**src/rtl/snzoc_pkg.sv**
```systemverilog
`timescale 1ns / 1ps
`default_nettype none
// ----------------------------------------------------------------------------
// snzoc_pkg: shared types and constants of the zero-one network checker
// Field widths, function and status codes, register indexes, controller
// state type and the command/status bundles between controller and datapath.
// ----------------------------------------------------------------------------
package snzoc_pkg;

  // Parameter defaults
  localparam int WIRES_MAX_DEF  = 20;
  localparam int LAYERS_MAX_DEF = 16;
  localparam int PAIRS_MAX_DEF  = 16;

  // Payload field widths
  localparam int FUNC_W     = 1;
  localparam int IDX_W      = 4;
  localparam int WIRE_W     = 5;
  localparam int ORDER_W    = 64;
  localparam int NIBBLE_W   = 4;
  localparam int STATUS_W   = 2;
  localparam int FAIL_W     = 20;
  localparam int DATA_W     = 32;   // wire vector, one bit per wire index
  localparam int CFG_IDX_W  = 1;
  localparam int CFG_DATA_W = 5;

  // Function codes
  localparam logic [FUNC_W-1:0] FUNC_LOAD  = 1'b0;
  localparam logic [FUNC_W-1:0] FUNC_CHECK = 1'b1;

  // Result status codes
  localparam logic [STATUS_W-1:0] STATUS_LOAD_OK = 2'd0;
  localparam logic [STATUS_W-1:0] STATUS_PASS    = 2'd1;
  localparam logic [STATUS_W-1:0] STATUS_FAIL    = 2'd2;

  // Configuration register indexes and reset values
  localparam logic [CFG_IDX_W-1:0]  CFG_WIRE_COUNT  = 1'b0;
  localparam logic [CFG_IDX_W-1:0]  CFG_LAYER_COUNT = 1'b1;
  localparam logic [CFG_DATA_W-1:0] WIRE_COUNT_RST  = 5'd8;
  localparam logic [CFG_DATA_W-1:0] LAYER_COUNT_RST = 5'd0;

  // Controller states
  typedef enum logic [2:0] {
    ST_IDLE,
    ST_WALK,
    ST_DRAIN,
    ST_JUDGE,
    ST_RESP
  } ctrl_state_t;

  // Controller to datapath
  typedef struct packed {
    logic load;    // write one pair, set load result
    logic start;   // latch check item, begin at input zero
    logic walk;    // step through one comparator slot
    logic fail;    // record failing input
    logic pass;    // record all-sorted result
    logic next;    // move to the next input
    logic post;    // move pending result into the output register
  } ctrl_cmd_t;

  // Datapath to controller
  typedef struct packed {
    logic steps_zero;  // no layers applied
    logic walk_done;   // last slot of last step this cycle
    logic sorted;      // current wire vector is sorted
    logic x_last;      // current input is the last one
    logic out_free;    // output register can take a result
  } ctrl_sts_t;

endpackage
`default_nettype wire

```
**src/rtl/snzoc_ram.sv**
```systemverilog
`timescale 1ns / 1ps
`default_nettype none
// ----------------------------------------------------------------------------
// snzoc_ram: generic simple dual-port RAM
// One write port, one read port with registered read data. No reset.
// ----------------------------------------------------------------------------
module snzoc_ram #(
  parameter  int WIDTH = 8,
  parameter  int DEPTH = 16,
  localparam int AW    = (DEPTH > 1) ? $clog2(DEPTH) : 1
) (
  input  logic             clk,
  input  logic             we,
  input  logic [AW-1:0]    waddr,
  input  logic [WIDTH-1:0] wdata,
  input  logic [AW-1:0]    raddr,
  output logic [WIDTH-1:0] rdata
);

  logic [WIDTH-1:0] mem_r [DEPTH];
  logic [WIDTH-1:0] rdata_r;

  always_ff @(posedge clk) begin
    if (we) begin
      mem_r[waddr] <= wdata;
    end
    rdata_r <= mem_r[raddr];
  end

  assign rdata = rdata_r;

endmodule
`default_nettype wire

```
**src/rtl/snzoc_dpath.sv**
```systemverilog
`timescale 1ns / 1ps
`default_nettype none
// ----------------------------------------------------------------------------
// snzoc_dpath: checker datapath
// Configuration registers, pair table and per-layer counts, input counter,
// wire vector with one comparator unit, sortedness test and result registers.
// ----------------------------------------------------------------------------
module snzoc_dpath #(
  parameter int WIRES_MAX  = snzoc_pkg::WIRES_MAX_DEF,
  parameter int LAYERS_MAX = snzoc_pkg::LAYERS_MAX_DEF,
  parameter int PAIRS_MAX  = snzoc_pkg::PAIRS_MAX_DEF
) (
  input  logic                             clk,
  input  logic                             rst_n,
  input  snzoc_pkg::ctrl_cmd_t             cmd,
  output snzoc_pkg::ctrl_sts_t             sts,
  input  logic                             cfg_we,
  input  logic [snzoc_pkg::CFG_IDX_W-1:0]  cfg_index,
  input  logic [snzoc_pkg::CFG_DATA_W-1:0] cfg_wdata,
  input  logic [snzoc_pkg::IDX_W-1:0]      layer_index,
  input  logic [snzoc_pkg::IDX_W-1:0]      slot_index,
  input  logic [snzoc_pkg::WIRE_W-1:0]     left_wire,
  input  logic [snzoc_pkg::WIRE_W-1:0]     right_wire,
  input  logic [snzoc_pkg::ORDER_W-1:0]    layer_order,
  input  logic                             out_ready,
  output logic                             out_valid,
  output logic [snzoc_pkg::STATUS_W-1:0]   out_status,
  output logic [snzoc_pkg::FAIL_W-1:0]     out_failing_input
);
  import snzoc_pkg::*;

  localparam int Depth  = LAYERS_MAX * PAIRS_MAX;
  localparam int AddrW  = (Depth > 1) ? $clog2(Depth) : 1;
  localparam int LayW   = (LAYERS_MAX > 1) ? $clog2(LAYERS_MAX) : 1;
  localparam int SlotW  = (PAIRS_MAX > 1) ? $clog2(PAIRS_MAX) : 1;
  localparam int CntW   = $clog2(PAIRS_MAX + 1);
  localparam int WidW   = $clog2(WIRES_MAX + 1);
  localparam int StepW  = $clog2(LAYERS_MAX + 1);
  localparam int PairW  = 2 * WIRE_W;

  // Configuration registers
  logic [CFG_DATA_W-1:0] wire_count_r;
  logic [CFG_DATA_W-1:0] layer_count_r;

  always_ff @(posedge clk) begin
    if (!rst_n) begin
      wire_count_r  <= WIRE_COUNT_RST;
      layer_count_r <= LAYER_COUNT_RST;
    end else if (cfg_we) begin
      case (cfg_index)
        CFG_WIRE_COUNT:  wire_count_r  <= cfg_wdata;
        CFG_LAYER_COUNT: layer_count_r <= cfg_wdata;
        default: ;
      endcase
    end
  end

  // Load decode: out-of-range layer or slot writes nothing
  logic             load_ok;
  logic             ram_we;
  logic [AddrW-1:0] wr_addr;

  assign load_ok = (int'(layer_index) < LAYERS_MAX) && (int'(slot_index) < PAIRS_MAX);
  assign ram_we  = cmd.load && load_ok;
  assign wr_addr = AddrW'(int'(layer_index) * PAIRS_MAX + int'(slot_index));

  // Per-layer pair counts
  logic [CntW-1:0] pair_cnt_r [LAYERS_MAX];

  always_ff @(posedge clk) begin
    if (!rst_n) begin
      for (int i = 0; i < LAYERS_MAX; i++) begin
        pair_cnt_r[i] <= '0;
      end
    end else if (ram_we) begin
      pair_cnt_r[layer_index[LayW-1:0]] <= CntW'(int'(slot_index) + 1);
    end
  end

  // Check state
  logic [ORDER_W-1:0]   order_r;
  logic [WidW-1:0]      width_r;
  logic [StepW-1:0]     steps_r;
  logic [WIRES_MAX-1:0] x_r;
  logic [WIRES_MAX-1:0] x_inc;
  logic [DATA_W-1:0]    bits_r;
  logic [NIBBLE_W-1:0]  s_r;
  logic [SlotW-1:0]     k_r;
  logic                 apply_r;

  logic [WidW-1:0]      width_clamp;
  logic [StepW-1:0]     steps_clamp;

  assign width_clamp = (int'(wire_count_r) > WIRES_MAX) ? WidW'(WIRES_MAX)
                                                         : WidW'(wire_count_r);
  assign steps_clamp = (int'(layer_count_r) > LAYERS_MAX) ? StepW'(LAYERS_MAX)
                                                           : StepW'(layer_count_r);
  assign x_inc = x_r + 1'b1;

  // Slot walk: current layer, its count, read address
  logic [NIBBLE_W-1:0] cur_layer;
  logic                layer_ok;
  logic [CntW-1:0]     cur_cnt;
  logic                rd_issue;
  logic                slot_last;
  logic                step_last;
  logic [AddrW-1:0]    rd_addr;
  logic [PairW-1:0]    ram_rd;

  assign cur_layer = order_r[{s_r, 2'b00} +: NIBBLE_W];
  assign layer_ok  = int'(cur_layer) < LAYERS_MAX;
  assign cur_cnt   = layer_ok ? pair_cnt_r[cur_layer[LayW-1:0]] : '0;
  assign rd_issue  = int'(k_r) < int'(cur_cnt);
  assign slot_last = (int'(k_r) + 1) >= int'(cur_cnt);
  assign step_last = (int'(s_r) + 1) >= int'(steps_r);
  assign rd_addr   = AddrW'(int'(cur_layer) * PAIRS_MAX + int'(k_r));

  snzoc_ram #(
    .WIDTH (PairW),
    .DEPTH (Depth)
  ) u_ram (
    .clk   (clk),
    .we    (ram_we),
    .waddr (wr_addr),
    .wdata ({left_wire, right_wire}),
    .raddr (rd_addr),
    .rdata (ram_rd)
  );

  // Comparator: move a 1 from the left wire to the right wire
  logic [WIRE_W-1:0] wire_a;
  logic [WIRE_W-1:0] wire_b;
  logic [DATA_W-1:0] bits_apply;

  assign wire_a = ram_rd[PairW-1:WIRE_W];
  assign wire_b = ram_rd[WIRE_W-1:0];

  always_comb begin
    bits_apply = bits_r;
    if (bits_r[wire_a] && !bits_r[wire_b]) begin
      bits_apply[wire_a] = 1'b0;
      bits_apply[wire_b] = 1'b1;
    end
  end

  // Walk counters and read-valid flag
  always_ff @(posedge clk) begin
    if (!rst_n) begin
      s_r     <= '0;
      k_r     <= '0;
      apply_r <= 1'b0;
    end else begin
      apply_r <= cmd.walk && rd_issue;
      if (cmd.start || cmd.next) begin
        s_r <= '0;
        k_r <= '0;
      end else if (cmd.walk) begin
        if (slot_last) begin
          k_r <= '0;
          s_r <= s_r + 1'b1;
        end else begin
          k_r <= k_r + 1'b1;
        end
      end
    end
  end

  // Input counter and wire vector
  always_ff @(posedge clk) begin
    if (cmd.start) begin
      order_r <= layer_order;
      width_r <= width_clamp;
      steps_r <= steps_clamp;
      x_r     <= '0;
      bits_r  <= '0;
    end else if (cmd.next) begin
      x_r    <= x_inc;
      bits_r <= DATA_W'(x_inc);
    end else if (apply_r) begin
      bits_r <= bits_apply;
    end
  end

  // Sortedness: unmasked zeros must form a run starting at wire 0
  logic [DATA_W-1:0]    judge_mask;
  logic [DATA_W-1:0]    zero_run;
  logic [DATA_W-1:0]    zero_run_inc;
  logic [WIRES_MAX-1:0] x_mask;

  assign judge_mask   = ~({DATA_W{1'b1}} << width_r);
  assign zero_run     = ~bits_r & judge_mask;
  assign zero_run_inc = zero_run + 1'b1;
  assign x_mask       = ~({WIRES_MAX{1'b1}} << width_r);

  // Pending result and output register
  logic [STATUS_W-1:0] res_status_r;
  logic [FAIL_W-1:0]   res_fail_r;
  logic                out_valid_r;
  logic [STATUS_W-1:0] out_status_r;
  logic [FAIL_W-1:0]   out_fail_r;

  always_ff @(posedge clk) begin
    if (cmd.load) begin
      res_status_r <= STATUS_LOAD_OK;
      res_fail_r   <= '0;
    end else if (cmd.pass) begin
      res_status_r <= STATUS_PASS;
      res_fail_r   <= '0;
    end else if (cmd.fail) begin
      res_status_r <= STATUS_FAIL;
      res_fail_r   <= FAIL_W'(x_r);
    end
    if (cmd.post) begin
      out_status_r <= res_status_r;
      out_fail_r   <= res_fail_r;
    end
  end

  always_ff @(posedge clk) begin
    if (!rst_n) begin
      out_valid_r <= 1'b0;
    end else if (cmd.post) begin
      out_valid_r <= 1'b1;
    end else if (out_ready) begin
      out_valid_r <= 1'b0;
    end
  end

  assign out_valid         = out_valid_r;
  assign out_status        = out_status_r;
  assign out_failing_input = out_fail_r;

  // Status to controller
  assign sts.steps_zero = (layer_count_r == '0);
  assign sts.walk_done  = step_last && slot_last;
  assign sts.sorted     = (zero_run & zero_run_inc) == '0;
  assign sts.x_last     = (x_r == x_mask);
  assign sts.out_free   = !out_valid_r || out_ready;

  // Comparator data is applied only in the cycle after a walk issued it
  a_apply_after_walk: assert property (@(posedge clk) disable iff (!rst_n)
    apply_r |-> $past(cmd.walk))
    else $error("comparator applied without a walk read");

  // No comparator may still be in flight when an input is judged
  a_no_apply_at_judge: assert property (@(posedge clk) disable iff (!rst_n)
    (cmd.next || cmd.pass || cmd.fail) |-> !apply_r)
    else $error("input judged with comparator pending");

  // Failing input field is zero unless the status reports a failure
  a_fail_field_zero: assert property (@(posedge clk) disable iff (!rst_n)
    out_valid_r |-> (out_status_r == STATUS_FAIL) || (out_fail_r == '0))
    else $error("nonzero failing input on non-failing result");

endmodule
`default_nettype wire

```
**config.mk**
```make
export PLATFORM = sky130hd
export DESIGN_NAME = snzoc_dpath
export DESIGN_NICKNAME = d
export VERILOG_FILES = /design/src/rtl/snzoc_pkg.sv /design/src/rtl/snzoc_ram.sv /design/src/rtl/snzoc_dpath.sv
export SDC_FILE = /design/constraint.sdc
export NUM_CORES = 2
export LEC_CHECK = 0
export BUFFER_PORTS_ARGS = -buffer_cell sky130_fd_sc_hd__buf_2
export CAP_MARGIN = 20
export CORE_UTILIZATION = 60
export CTS_CLUSTER_DIAMETER = 120
export CTS_CLUSTER_SIZE = 30
export DETAILED_ROUTE_END_ITERATION = 6
export PLACE_DENSITY = 0.76
export SYNTH_ARGS = -nofsm -noshare
export SYNTH_HDL_FRONTEND = slang
export SYNTH_SLANG_ARGS = --single-unit
```
**constraint.sdc**
```tcl
create_clock -name clk -period 5.35 [get_ports clk]
set_input_delay 0.8025 -clock clk [delete_from_list [all_inputs] [get_ports clk]]
set_output_delay 0.8025 -clock clk [all_outputs]
set_load 0.01 [all_outputs]
```
==> metrics.txt <==
# TYPE chip_impl_metric gauge
chip_impl_metric{name="final_period_minus_worst_setup_slack",unit="ns"} 5.45
chip_impl_metric{name="max_cap_viol_count",unit=""} 0
chip_impl_metric{name="crit_path_max_incr_delay",unit="ns"} 0.67
chip_impl_metric{name="place_area",unit="sq um"} 117000
chip_impl_info{name="hold_path_class",value="input pin to flop"} 1
chip_impl_metric{name="largest_vdd_supply_drop",unit="uV"} 257
chip_impl_metric{name="floorplan.initialDensity",unit="%"} 60.4
chip_impl_metric{name="synth-warning-count",unit=""} 0
chip_impl_info{name="post-synth-top-area-cell",value="sky130_fd_sc_hd__edfxtp_1"} 1
chip_impl_metric{name="drtAntennaViolNets",unit=""} 0
chip_impl_metric{name="coreArea",unit="sq um"} 186000
chip_impl_metric{name="combinationalPowerShare",unit="%"} 4.7
chip_impl_metric{name="seq_power_share",unit="%"} 67.5
chip_impl_metric{name="largest_net_degree_at_the_start_of_global_routing",unit=""} 162
chip_impl_metric{name="synth-edff-count",unit=""} 2736
chip_impl_metric{name="synth_cell_type_count",unit=""} 72
chip_impl_metric{name="syn-instance-count",unit=""} 5274
chip_impl_metric{name="io-pin-count",unit=""} 127
chip_impl_metric{name="grt_antenna_before_repair",unit=""} 15
chip_impl_metric{name="slew_violations",unit=""} 0
chip_impl_metric{name="first_iter_violations",unit=""} 7423
chip_impl_metric{name="synthDominantCellAreaShare",unit="%"} 73.2
chip_impl_metric{name="route.detailed.wl_per_inst",unit="um"} 32.2
chip_impl_info{name="path_delay_family",value="multiplexers"} 1
chip_impl_metric{name="place_hpwl",unit="um"} 156000
chip_impl_metric{name="die_x",unit="um"} 434
chip_impl_metric{name="vias",unit=""} 54000
chip_impl_info{name="status",value="finished, violations left"} 1
chip_impl_info{name="cpMaxStageDelayCell",value="sky130_fd_sc_hd__mux4_4"} 1
chip_impl_metric{name="cp.buffers_inverters",unit=""} 2
chip_impl_metric{name="seq_area_frac_synth",unit="%"} 75.1
chip_impl_metric{name="vias_per_cell",unit=""} 6.80
chip_impl_metric{name="grt_first_pass_wirelength",unit="um"} 370000
chip_impl_metric{name="die_area",unit="sq um"} 189000
chip_impl_metric{name="synthesis.area",unit="sq um"} 112000
chip_impl_info{name="synthFlopType",value="sky130_fd_sc_hd__edfxtp_1"} 1
chip_impl_metric{name="post_cts_hold_buffer_count",unit=""} 0
chip_impl_metric{name="post-route-drc-count",unit=""} 0
chip_impl_metric{name="insertion_delay",unit="ns"} 0.82
chip_impl_metric{name="postSynth.asyncResetShare",unit="%"} 0
chip_impl_info{name="critPathKind",value="flop to output port"} 1
chip_impl_metric{name="max_slew.worst_pin.slew",unit="ns"} 1.31
chip_impl_metric{name="path_max_fanout",unit=""} 7
chip_impl_metric{name="fmax",unit="GHz"} 0.183
chip_impl_metric{name="cts_buffers",unit=""} 105
chip_impl_metric{name="core.rowCount",unit=""} 158
chip_impl_metric{name="setup_slack",unit="ns"} -0.102
chip_impl_info{name="cp_common_cell",value="sky130_fd_sc_hd__o21a_1"} 1
chip_impl_info{name="setup_repair_after_global_routing_missed_its_margin",value="yes"} 1
chip_impl_metric{name="final_core_util",unit="%"} 64.6
chip_impl_info{name="start_kind",value="flop"} 1
chip_impl_metric{name="clkPwrFrac",unit="%"} 27.8
chip_impl_metric{name="worst_setup_hold_path_clk_slew",unit="ns"} 0.11
chip_impl_metric{name="sw_ratio",unit="%"} 20.8
chip_impl_metric{name="finalSetupViolCount",unit=""} 1
chip_impl_metric{name="first_global_vias",unit=""} 52600
chip_impl_metric{name="gr-total-overflow",unit=""} 0
chip_impl_metric{name="ys_seq_elements",unit=""} 2840
chip_impl_metric{name="final_area",unit="sq um"} 120000
chip_impl_info{name="crit_path_end_kind",value="output port"} 1
chip_impl_metric{name="number_of_h_tree_branching_levels",unit=""} 3
chip_impl_metric{name="postSynthAreaPerCell",unit="sq um"} 21.3
chip_impl_metric{name="count_of_nets_after_finishing",unit=""} 5499
chip_impl_metric{name="clock_tree.buffer_depth",unit=""} 3
chip_impl_metric{name="cell_area_power_density",unit="nW/um^2"} 305
chip_impl_info{name="cts_tree",value="built"} 1
chip_impl_metric{name="non_filler_cells_final",unit=""} 7942
chip_impl_metric{name="cp.arrival",unit="ns"} 4.65
chip_impl_metric{name="grt.total_usage",unit="%"} 27.3
chip_impl_metric{name="num-fill-cells",unit=""} 11700
chip_impl_metric{name="drive_above_1_share",unit="%"} 25.6
chip_impl_metric{name="numPlacedInstances",unit=""} 7732
chip_impl_metric{name="skew",unit="ns"} 0.0435
chip_impl_metric{name="worstPathRequired",unit="ns"} 4.55
chip_impl_metric{name="postRouteWirelength",unit="um"} 255000
chip_impl_metric{name="firstDrtPassIters",unit=""} 5
chip_impl_metric{name="numClockSinks",unit=""} 2840
chip_impl_metric{name="internal_power",unit="mW"} 28.9
chip_impl_metric{name="die_height",unit="um"} 434
chip_impl_metric{name="p_leak",unit="nW"} 35.7
chip_impl_info{name="synth_area_leaders",value="sky130_fd_sc_hd__edfxtp_1, sky130_fd_sc_hd__mux4_2, sky130_fd_sc_hd__dfxtp_1"} 1
chip_impl_metric{name="area_growth_syn_to_layout",unit="%"} 6.87
chip_impl_metric{name="slew_headroom",unit="%"} 12.4
chip_impl_info{name="cts.root.buffer_cell",value="sky130_fd_sc_hd__clkbuf_16"} 1
chip_impl_info{name="violated_checks",value="setup timing"} 1
chip_impl_metric{name="syn_nets",unit=""} 5394
chip_impl_metric{name="io_buffer_count",unit=""} 126
chip_impl_metric{name="min_period_over_period",unit="%"} 102
chip_impl_info{name="path_cells",value="mux4_2, mux4_4, buf_12, mux4_2, mux2_2, nand2_2, o21ai_2, ha_1, a21boi_0, o21a_1, o21a_1, o21a_1, nor2_2, nor2_2, buf_4"} 1
chip_impl_metric{name="gp_routability_congestion",unit=""} 0.860
chip_impl_metric{name="timing_hold_violations_final",unit=""} 0
chip_impl_metric{name="switching_power",unit="mW"} 7.61
==> repair_timing <==
item	CTS	global route
setup buffers	12	0
setup endpoints to repair	1	1
pin swaps	2	0
resized for setup	15	7
cloned	2	0
==> cells in the final DEF (no fill, tap or decap), types with 21 or more instances in the layout <==
cell type and count:
sky130_fd_sc_hd__a21oi_1 43, sky130_fd_sc_hd__buf_12 35, sky130_fd_sc_hd__buf_2 114, sky130_fd_sc_hd__buf_4 164, sky130_fd_sc_hd__clkbuf_1 62, sky130_fd_sc_hd__clkbuf_16 107
sky130_fd_sc_hd__dfxtp_1 97, sky130_fd_sc_hd__edfxtp_1 2736, sky130_fd_sc_hd__ha_1 21, sky130_fd_sc_hd__inv_1 21, sky130_fd_sc_hd__mux2_2 45, sky130_fd_sc_hd__mux2i_1 107
sky130_fd_sc_hd__mux4_2 853, sky130_fd_sc_hd__nand2_1 133, sky130_fd_sc_hd__nand3_1 39, sky130_fd_sc_hd__nor2_1 420, sky130_fd_sc_hd__nor2b_1 23, sky130_fd_sc_hd__nor3_1 25
sky130_fd_sc_hd__o21ai_0 72, sky130_fd_sc_hd__xnor2_1 28, sky130_fd_sc_hd__xor2_1 22
==> path summary, 6_finish.rpt <==
path | startpoint | endpoint | slack (ns) | depth (start not counted)
max | s_r[0] | sts[3] | -0.10 | 15
min | layer_order[31] | order_r[31] | 0.17 | 1
max reg2reg | s_r[0] | s_r[2] | 1.14 | 16
min reg2reg | res_fail_r[19] | out_failing_input[19] | 0.45 | 0
==> Yosys cell counts, types with 21 or more instances <==
master	n
sky130_fd_sc_hd__o21ai_0	73
sky130_fd_sc_hd__xor2_1	22
sky130_fd_sc_hd__mux2_2	45
sky130_fd_sc_hd__nor2b_1	23
sky130_fd_sc_hd__buf_1	24
sky130_fd_sc_hd__inv_1	21
sky130_fd_sc_hd__edfxtp_1	2736
sky130_fd_sc_hd__mux4_2	853
sky130_fd_sc_hd__buf_2	79
sky130_fd_sc_hd__a21oi_1	45
sky130_fd_sc_hd__nor2_1	422
sky130_fd_sc_hd__mux2i_1	111
sky130_fd_sc_hd__nand3_1	40
sky130_fd_sc_hd__nor3_1	25
sky130_fd_sc_hd__clkbuf_1	226
sky130_fd_sc_hd__dfxtp_1	104
sky130_fd_sc_hd__nand2_1	146
sky130_fd_sc_hd__ha_1	21
sky130_fd_sc_hd__xnor2_1	29
==> power by group through the flow <==
| stage | sequential (mW) | clock, mW | combinational, mW |
|---|---|---|---|
| 3_3_place_gp | 25.1 | 0 | 1.63 |
| 5_1_grt | 24.7 | 10.9 | 1.82 |
| 6_report | 24.7 | 10.2 | 1.72 |
| 2_1_floorplan | 25.0 | 0 | 0.951 |
| 4_1_cts | 24.6 | 10.2 | 1.70 |
| 3_5_place_dp | 25.2 | 0 | 1.67 |
==> state kept, by name (all words and copies together), names as in the netlist, 2 cells and up <==
name and cells:
width_r 5, res_status_r 2, u_ram.rdata 10, k_r 4, res_fail_r 20, bits_r 32
u_ram.mem_r 2560, steps_r 5, layer_count_r 5, x_r 20, order_r 64, out_failing_input 20
s_r 4, pair_cnt_r 80, out_status 2, wire_count_r 5
==> cell type report <==
class	count	area [sq um]	area share (%)
Multi-Input combinational cell	2080	26600	22.2
Clock buffer	169	2910	2.43
Antenna cell	11	27.5	0.0230
Timing Repair Buffer	331	2770	2.31
Sequential cell	2840	84300	70.3
Clock inverter	10	118	0.0981
Inverter	21	78.8	0.0658
Tap cell	2480	3100	2.59
==> cells by family (layout without fill, tap and decap cells) <==
group | after synthesis | in the layout | synth area share (%)
AOI/OAI and AO/OA | 234 | 234 | 1.38
xor gates and xnor gates | 51 | 51 | 0.398
adders and majority gates | 21 | 21 | 0.234
buffers and inverters | 356 | 531 | 1.31
DFF | 2840 | 2840 | 75.1
muxes | 1011 | 1013 | 18.6
other | 0 | 11 | 0
and+or+nand+nor | 761 | 761 | 2.96
==> through the flow <==
step                hold slack [ns]  setup slack (ns)  setup TNS, ns  total power, mW
finish                        0.174            -0.102         -0.102             36.5
global route                  0.135            -0.296         -0.296             37.4
CTS                           0.122            -0.123         -0.123             36.6
detailed placement            0.418             0.312              0             26.8
global placement              0.413             0.335              0             26.8
floorplan                     0.408             0.804              0             26.0
==> routing by layer <==
metal | share of wire (%) | up-vias | track usage, %
li1 | - | 21900 | -
met1 | 39 | 28700 | 40.7
met2 | 48 | 2997 | 43.1
met3 | 9.4 | 354 | 4.08
met4 | 3.0 | 6 | 7.82
met5 | 0.014 | - | 0
No activity file was read; power rests on OpenSTA's default activity.
